--- src/bux_pkg.sv ---
// Shared types and constants for the byte unstuffing decoder with XOR check.
`timescale 1ns / 1ps
package bux_pkg;

   // Register indexes on the configuration channel
   localparam int unsigned CSR_INDEX_W = 2;
   localparam logic [CSR_INDEX_W-1:0] REG_ESCAPE_PREFIX = 2'd0;
   localparam logic [CSR_INDEX_W-1:0] REG_CODE_FOR_FE   = 2'd1;
   localparam logic [CSR_INDEX_W-1:0] REG_CODE_FOR_FD   = 2'd2;

   localparam logic [7:0] ESCAPE_PREFIX_RESET = 8'hFD;
   localparam logic [7:0] CODE_FOR_FE_RESET   = 8'h02;
   localparam logic [7:0] CODE_FOR_FD_RESET   = 8'h01;

   localparam logic [7:0] DECODED_FE = 8'hFE;
   localparam logic [7:0] DECODED_FD = 8'hFD;
   localparam logic [7:0] COUNT_MAX  = 8'hFF;

   localparam logic [1:0] STATUS_OK         = 2'd0;
   localparam logic [1:0] STATUS_XOR_FAIL   = 2'd1;
   localparam logic [1:0] STATUS_BAD_ESCAPE = 2'd2;

   typedef struct packed {
      logic [7:0] wire_byte;
      logic       frame_end;
   } req_payload_type;

   typedef struct packed {
      logic       data_valid;
      logic [7:0] data_byte;
      logic       frame_done;
      logic [1:0] frame_status;
      logic [7:0] decoded_length;
   } rsp_payload_type;

   typedef struct packed {
      logic [CSR_INDEX_W-1:0] index;
      logic [7:0]             data;
   } csr_payload_type;

   typedef struct packed {
      logic [7:0] escape_prefix;
      logic [7:0] code_for_fe;
      logic [7:0] code_for_fd;
   } cfg_type;

   typedef struct packed {
      logic            emit;
      rsp_payload_type result;
   } dec_out_type;

endpackage

--- src/bux_stream_if.sv ---
// Valid/ready channel interface carrying one payload per transfer.
`timescale 1ns / 1ps
interface bux_stream_if #(
   parameter type payload_type = logic
) ();
   logic        valid;
   logic        ready;
   payload_type payload;

   modport source (output valid, output payload, input ready);
   modport sink (input valid, input payload, output ready);
endinterface

--- src/byte_unstuff_xor_check.sv ---
// Top level of the byte unstuffing decoder with running XOR frame check.
// A byte taken on req_ch is held in the input register, then its result is loaded into the result register on rsp_ch.
// Throughput: one byte per cycle; req_ch stalls only while the result register is full.
// Reset: synchronous; clears frame state and restores the escape and code registers.
`timescale 1ns / 1ps
module byte_unstuff_xor_check
   import bux_pkg::*;
(
   input logic       clock,
   input logic       reset,
   bux_stream_if.sink   req_ch,
   bux_stream_if.source rsp_ch,
   bux_stream_if.sink   csr_ch
);

   cfg_type         cfg_ff, cfg_in;
   logic            in_valid_ff, in_valid_in;
   req_payload_type in_item_ff, in_item_in;
   logic            out_valid_ff, out_valid_in;
   rsp_payload_type out_item_ff, out_item_in;

   logic        advance;
   logic        req_fire;
   dec_out_type dec_out;

   // The held byte moves on whenever the result register is free or being emptied.
   assign advance  = in_valid_ff && (!out_valid_ff || rsp_ch.ready);
   assign req_fire = req_ch.valid && req_ch.ready;

   assign req_ch.ready   = !in_valid_ff || advance;
   assign csr_ch.ready   = 1'b1;
   assign rsp_ch.valid   = out_valid_ff;
   assign rsp_ch.payload = out_item_ff;

   always_comb begin
      cfg_in = cfg_ff;
      if (csr_ch.valid) begin
         unique case (csr_ch.payload.index)
            REG_ESCAPE_PREFIX: cfg_in.escape_prefix = csr_ch.payload.data;
            REG_CODE_FOR_FE:   cfg_in.code_for_fe   = csr_ch.payload.data;
            REG_CODE_FOR_FD:   cfg_in.code_for_fd   = csr_ch.payload.data;
            default:           cfg_in = cfg_ff;
         endcase
      end
   end

   always_comb begin
      in_valid_in = in_valid_ff;
      in_item_in  = in_item_ff;
      if (req_fire) begin
         in_valid_in = 1'b1;
         in_item_in  = req_ch.payload;
      end else if (advance) begin
         in_valid_in = 1'b0;
      end
   end

   always_comb begin
      out_valid_in = out_valid_ff;
      out_item_in  = out_item_ff;
      if (advance) begin
         out_valid_in = dec_out.emit;
         out_item_in  = dec_out.result;
      end else if (rsp_ch.ready) begin
         out_valid_in = 1'b0;
      end
   end

   always_ff @(posedge clock) begin
      if (reset) begin
         cfg_ff.escape_prefix <= ESCAPE_PREFIX_RESET;
         cfg_ff.code_for_fe   <= CODE_FOR_FE_RESET;
         cfg_ff.code_for_fd   <= CODE_FOR_FD_RESET;
         in_valid_ff          <= 1'b0;
         out_valid_ff         <= 1'b0;
      end else begin
         cfg_ff       <= cfg_in;
         in_valid_ff  <= in_valid_in;
         out_valid_ff <= out_valid_in;
      end
   end

   always_ff @(posedge clock) begin
      in_item_ff  <= in_item_in;
      out_item_ff <= out_item_in;
   end

   bux_decoder u_decoder (
      .clock   (clock),
      .reset   (reset),
      .cfg     (cfg_ff),
      .item    (in_item_ff),
      .advance (advance),
      .dec_out (dec_out)
   );

endmodule

--- src/bux_decoder.sv ---
// Per-frame unstuffing state, XOR accumulator and result formation.
`timescale 1ns / 1ps
module bux_decoder
   import bux_pkg::*;
(
   input  logic            clock,
   input  logic            reset,
   input  cfg_type         cfg,
   input  req_payload_type item,
   input  logic            advance,
   output dec_out_type     dec_out
);

   logic       pending_ff, pending_in;
   logic       bad_ff, bad_in;
   logic [7:0] acc_ff, acc_in;
   logic [7:0] count_ff, count_in;

   logic       have_data;
   logic [7:0] data;
   logic       pending_next;
   logic       bad_next;
   logic [7:0] acc_next;
   logic [7:0] count_next;

   always_comb begin
      have_data    = 1'b0;
      data         = 8'h00;
      pending_next = pending_ff;
      bad_next     = bad_ff;
      acc_next     = acc_ff ^ item.wire_byte;

      // Once a bad escape is seen, the rest of the frame is only XORed.
      if (!bad_ff) begin
         if (pending_ff) begin
            pending_next = 1'b0;
            priority if (item.wire_byte == cfg.code_for_fe) begin
               have_data = 1'b1;
               data      = DECODED_FE;
            end else if (item.wire_byte == cfg.code_for_fd) begin
               have_data = 1'b1;
               data      = DECODED_FD;
            end else begin
               bad_next = 1'b1;
            end
         end else if (item.wire_byte == cfg.escape_prefix) begin
            if (item.frame_end) begin
               bad_next = 1'b1;
            end else begin
               pending_next = 1'b1;
            end
         end else begin
            have_data = 1'b1;
            data      = item.wire_byte;
         end
      end

      count_next = count_ff;
      if (have_data && (count_ff != COUNT_MAX)) begin
         count_next = count_ff + 8'd1;
      end
   end

   always_comb begin
      dec_out.emit              = have_data || item.frame_end;
      dec_out.result.data_valid = have_data;
      dec_out.result.data_byte  = data;
      dec_out.result.frame_done = item.frame_end;
      dec_out.result.frame_status   = STATUS_OK;
      dec_out.result.decoded_length = 8'h00;
      if (item.frame_end) begin
         priority if (bad_next) begin
            dec_out.result.frame_status = STATUS_BAD_ESCAPE;
         end else if (acc_next != 8'h00) begin
            dec_out.result.frame_status = STATUS_XOR_FAIL;
         end else begin
            dec_out.result.frame_status = STATUS_OK;
         end
         dec_out.result.decoded_length = count_next;
      end
   end

   always_comb begin
      pending_in = pending_ff;
      bad_in     = bad_ff;
      acc_in     = acc_ff;
      count_in   = count_ff;
      if (advance) begin
         if (item.frame_end) begin
            pending_in = 1'b0;
            bad_in     = 1'b0;
            acc_in     = 8'h00;
            count_in   = 8'h00;
         end else begin
            pending_in = pending_next;
            bad_in     = bad_next;
            acc_in     = acc_next;
            count_in   = count_next;
         end
      end
   end

   always_ff @(posedge clock) begin
      if (reset) begin
         pending_ff <= 1'b0;
         bad_ff     <= 1'b0;
         acc_ff     <= 8'h00;
         count_ff   <= 8'h00;
      end else begin
         pending_ff <= pending_in;
         bad_ff     <= bad_in;
         acc_ff     <= acc_in;
         count_ff   <= count_in;
      end
   end

endmodule

--- src/flat_wrapper.sv ---
// flat-port wrapper written by rule: the top's interface ports become plain ports
module byte_unstuff_xor_check_flat import bux_pkg::*;
  (clock, reset, req_ch_valid, req_ch_payload, req_ch_ready, rsp_ch_valid, rsp_ch_payload, rsp_ch_ready, csr_ch_valid, csr_ch_payload, csr_ch_ready);
  bux_stream_if #(.payload_type(req_payload_type)) req_ch_i ();
  bux_stream_if #(.payload_type(rsp_payload_type)) rsp_ch_i ();
  bux_stream_if #(.payload_type(csr_payload_type)) csr_ch_i ();
  input logic clock;
  input logic reset;
  input wire logic [$bits(req_ch_i.valid)-1:0] req_ch_valid;
  input wire logic [$bits(req_ch_i.payload)-1:0] req_ch_payload;
  output wire logic [$bits(req_ch_i.ready)-1:0] req_ch_ready;
  output wire logic [$bits(rsp_ch_i.valid)-1:0] rsp_ch_valid;
  output wire logic [$bits(rsp_ch_i.payload)-1:0] rsp_ch_payload;
  input wire logic [$bits(rsp_ch_i.ready)-1:0] rsp_ch_ready;
  input wire logic [$bits(csr_ch_i.valid)-1:0] csr_ch_valid;
  input wire logic [$bits(csr_ch_i.payload)-1:0] csr_ch_payload;
  output wire logic [$bits(csr_ch_i.ready)-1:0] csr_ch_ready;
  assign req_ch_i.valid = req_ch_valid;
  assign req_ch_i.payload = req_ch_payload;
  assign req_ch_ready = req_ch_i.ready;
  assign rsp_ch_valid = rsp_ch_i.valid;
  assign rsp_ch_payload = rsp_ch_i.payload;
  assign rsp_ch_i.ready = rsp_ch_ready;
  assign csr_ch_i.valid = csr_ch_valid;
  assign csr_ch_i.payload = csr_ch_payload;
  assign csr_ch_ready = csr_ch_i.ready;
  byte_unstuff_xor_check u_core (.clock(clock), .reset(reset), .req_ch(req_ch_i), .rsp_ch(rsp_ch_i), .csr_ch(csr_ch_i));
endmodule
--- config.mk ---
export PLATFORM = sky130hd
export DESIGN_NAME = byte_unstuff_xor_check_flat
export DESIGN_NICKNAME = d
export VERILOG_FILES = /design/src/bux_pkg.sv /design/src/bux_stream_if.sv /design/src/byte_unstuff_xor_check.sv /design/src/bux_decoder.sv /design/src/flat_wrapper.sv
export SDC_FILE = /design/constraint.sdc
export NUM_CORES = 1
export LEC_CHECK = 0
export BUFFER_PORTS_ARGS = -buffer_cell sky130_fd_sc_hd__buf_2
export CAP_MARGIN = 15
export CORE_ASPECT_RATIO = 0.8
export CORE_MARGIN = 8
export CORE_UTILIZATION = 25
export CTS_CLUSTER_DIAMETER = 60
export DETAILED_ROUTE_END_ITERATION = 7
export PLACE_DENSITY = 0.5
export SLEW_MARGIN = 20
export SYNTH_ARGS = -nofsm -noshare
export SYNTH_HDL_FRONTEND = slang
export SYNTH_SLANG_ARGS = --single-unit
--- constraint.sdc ---
create_clock -name clock -period 4.4 [get_ports clock]
set_input_delay 1.32 -clock clock [delete_from_list [all_inputs] [get_ports clock]]
set_output_delay 1.32 -clock clock [all_outputs]
set_load 0.01 [all_outputs]
==> qor_table.md <==
| Parameter | Value | Unit |
| --- | --- | --- |
| Area of the die | 18,100 | µm² |
| Static leakage | 1.505 | nW |
| Data arrival, critical path | 1.79 | ns |
| Vias in the first global route | 2,636 | - |
| Maximum clock skew at final layout | 0.007517 | ns |
| Total clock buffers created by CTS | 9 | - |
| Worst hold path type | flop to flop | - |
| Worst VDD drop | 0.1779 | mV |
| Outcome | complete, no violations | - |
| Relative contribution of combinational cells to total power | 7.0 | % |
| Number of DRC violations after detailed routing | 0 | - |
| Clock insertion delay at the later pin of the skew report | 0.33 | ns |
| Switching part of the total power | 23.16 | % |
| Avg Vias per Cell | 4.645 | - |
| Synth Area per Inst | 10.05 | µm² |
| Achievable clock frequency | 0.3216 | GHz |
| Post-layout min period | 3.110 | ns |
| Syn Std Cell Area | 3507 | µm² |
| Reg-to-reg startpoint | u_core.in_item_ff[8]$_DFFE_PP_ | - |
| Pin count of the biggest net entering global routing | 47 | - |
| RSZ-0062 raised after global routing | no | - |
| PwrDens | 404.0 | nW/µm² |
| Logic depth of the worst register-to-register path | 6 | - |
| Type of element capturing the critical path | output port | - |
| Final RePlAce weighted congestion | 0.7592 | - |
| Max-cap violations | 0 | - |
| Post-Synthesis Net Count | 374 | - |
| Buffer levels on the longest clock path | 2 | - |
| Iter 0 DRT Violations | 176 | - |
| Final Total Pwr | 1.663 | mW |
| Predominant post-synthesis flop cell | dfxtp_1 | - |
| Ports | 47 | - |
| Critical Path Source Type | input pin | - |
| Number of H-tree branching levels | 3 | - |
| Synth unique cells | 48 | - |
| Sequential share of power | 45.7 | % |
| Number of enable-type register cells in the synthesized netlist | 29 | - |
| Setup violation total in the final timing report | 0 | - |
| Number of instances in the synthesized netlist | 349 | - |
| Relative slew slack | 41.83 | % |
| Number of nets in the layout | 406 | - |
| Synth Register Bits | 73 | - |
| Net switching power | 0.3850 | mW |
| Met2 global-route usage | 14.63 | % |
| Detailed placer's ending HPWL | 5901 | µm |
| Busiest layer in global routing | met2 | - |
| Internal power | 1.278 | mW |
| Grt total ovfl | 0 | - |
| Classification of the worst setup path | input pin to output port | - |
| Worst Min Path Start | u_core.cfg_ff[0]$_SDFFE_PP1P_ | - |
| Initial Utilization | 25.70 | % |
| Post-route antenna net violation count | 0 | - |
| Fraction of registers with async set/reset | 0 | % |
| Slew Viols, Final | 0 | - |
| Post-CTS setup buffer count | 0 | - |
| Count of antenna diodes in the layout | 0 | - |
| Sum of routed wire length over all layers | 8485 | µm |
| Port Buf Inserts | 45 | - |
| Relative contribution of the clock network to total power | 47.3 | % |
| Clock-pin slew on the worst setup and hold paths | 0.06 | ns |
| Hold Path Stages | 1 | - |
| Met1 capacity usage during global routing | 12.77 | % |
| Number of antenna violations at the first check in global routing | 0 | - |
| CTS resizes | 0 | - |
| Die W | 148.4 | µm |
| Average wire length per cell after detail routing | 14.99 | µm |
| Standard-cell rows | 38 | - |
| R2r setup slk | 1.90 | ns |
| Area Overhead vs Synth | 17.34 | % |
| Clock net sink count | 73 | - |
| Slew at the pin with the worst max-slew slack | 0.8725 | ns |
| Share of the clock period used by the worst path | 70.67 | % |
| Terminus of the critical flop-to-flop path | u_core.rsp_ch.payload[4]$_SDFFCE_PN0P_ | - |
| TritonCTS clock tree | done | - |
| Initial DRT Pass Iterations | 4 | - |
| Vertical die dimension | 121.9 | µm |
| Wire length of the first global-routing pass | 13,720 | µm |
| Count of hold-fix buffers inserted at cts | 0 | - |
| Endpoint required time on the critical path | 3.08 | ns |
| Fraction of final layout cells with drive strength greater than 1 | 18.39 | % |
| Placeable core region | 13,650 | µm² |
| Worst hold endpoint | u_core.cfg_ff[0]$_SDFFE_PP1P_ | - |
| Setup TNS Final | 0 | ns |
| Count of endpoints failing hold in the final timing report | 0 | - |
| Yosys warning total | 0 | - |
| GR Util met3 | 2.706 | % |
| DR vias | 2,629 | - |
| Library cell used as clock root buffer | clkbuf_16 | - |
| Seq/Total Area, Yosys | 49.95 | % |
| Min Hold Slack | 0.4928 | ns |
| GRT Util Overall | 9.623 | % |
| Largest driver fanout on the critical path | 2 | - |
logic make-up after synthesis:
kind of cell             synth area share (%)
flip-flops                              49.95
other                                  0.1069
multiplexers                            3.996
XOR/XNOR                                7.492
adder cells (fa/ha/maj)                0.3567
AO/OA/AOI/OAI                           14.16
buffers and inverters                   5.994
AND/OR/NAND/NOR                         17.95
registers in the layout, summed over array words and instances, names as in the netlist:
register / count
u_core.cfg_ff: 24
u_core.rsp_ch.payload: 20
u_core.in_item_ff: 9
u_core.u_decoder.acc_ff: 8
u_core.u_decoder.count_ff: 8
u_core.in_valid_ff: 1
u_core.rsp_ch.valid: 1
u_core.u_decoder.bad_ff: 1
u_core.u_decoder.pending_ff: 1
worst max-delay path by stage:
stage                             from                                        end  slack [ns]  cells after the start
final                     rsp_ch_ready                               req_ch_ready        1.29                      4
after detailed placement  rsp_ch_ready  u_core.u_decoder.count_ff[3]$_SDFFE_PP0P_        1.25                      8
after global routing      rsp_ch_ready                               req_ch_ready        1.23                      4
after floorplan           rsp_ch_ready                               req_ch_ready        1.53                      2
after CTS                 rsp_ch_ready                               req_ch_ready        1.28                      4
after global placement    rsp_ch_ready  u_core.u_decoder.count_ff[3]$_SDFFE_PP0P_        1.30                      8
cell usage in the layout, fill, tap and decap left out, types with 2 or more instances in the layout:
cell type / count
buf_2: 45
nor2b_1: 11
or3_1: 4
or4_1: 7
o211ai_1: 4
nor2_1: 36
nor4_1: 3
a22oi_1: 3
xor2_1: 13
o31ai_1: 3
nand3_1: 6
clkinvlp_4: 2
inv_2: 2
clkbuf_16: 9
a211o_1: 9
bufinv_16: 2
clkinv_2: 2
mux2i_1: 14
edfxtp_1: 29
nor4_2: 2
a31oi_1: 7
and3_1: 2
nor3b_1: 2
a21oi_1: 26
xnor2_1: 17
buf_4: 2
dfxtp_1: 44
nand2_1: 19
nand3b_1: 11
inv_1: 7
nor3_1: 2
o311ai_0: 3
o21ai_0: 17
nand4_1: 6
Yosys cell counts, types with 9 or more instances:
library cell	n	area, µm²
dfxtp_1	44	880.8
nor2_1	36	135.1
edfxtp_1	29	870.8
a21oi_1	26	130.1
nand2_1	19	71.32
o21ai_0	17	85.08
xnor2_1	17	148.9
mux2i_1	14	140.1
xor2_1	13	113.9
clkbuf_1	11	41.29
nand3b_1	11	82.58
nor2b_1	11	68.82
a211o_1	9	78.83
buf_6	9	101.4
cell type report:
| class | instances | area, µm² |
|---|---|---|
| inverters | 9 | 33.78 |
| flip-flops and latches | 73 | 1752 |
| repair buffers | 47 | 240.2 |
| fillers | 1422 | 9530 |
| well taps | 180 | 225.2 |
| clock inverters | 7 | 93.84 |
| clock buffers | 9 | 225.2 |
| multi-input cells | 241 | 1545 |
power groups by stage:
stage / logic (mW) / clock network, mW / registers, mW
after floorplan: 0.0910 / 0 / 0.761
after global placement: 0.116 / 0 / 0.773
after detailed placement: 0.118 / 0 / 0.774
after CTS: 0.118 / 0.801 / 0.760
after global routing: 0.130 / 0.827 / 0.763
final: 0.116 / 0.787 / 0.759
critical path, cell delays in order:
cell,delay [ns]
buf_2,0.10
nor2b_1,0.15
nand2_1,0.08
buf_2,0.14
stage by stage:
stage                     setup WS [ns]  cell area (µm²)  instances  utilization (%)
after CTS                         1.285             4115        566            30.16
after detailed placement          1.245             3796        550            27.82
final                             1.290             4115        566            30.16
after global placement            1.299             3796        550            27.82
after floorplan                   1.531             3507        349                -
after global routing              1.226             4115        566            30.16
per-layer routing:
layer	vias to the layer above	routed length, µm	share of wire [%]
met5	-	0	0
met4	0	110	1.3
met3	11	341	4.0
met2	58	3588	42
met1	1244	4445	52
li1	1316	-	-
Note: power is estimated with default switching activity, not from simulation.
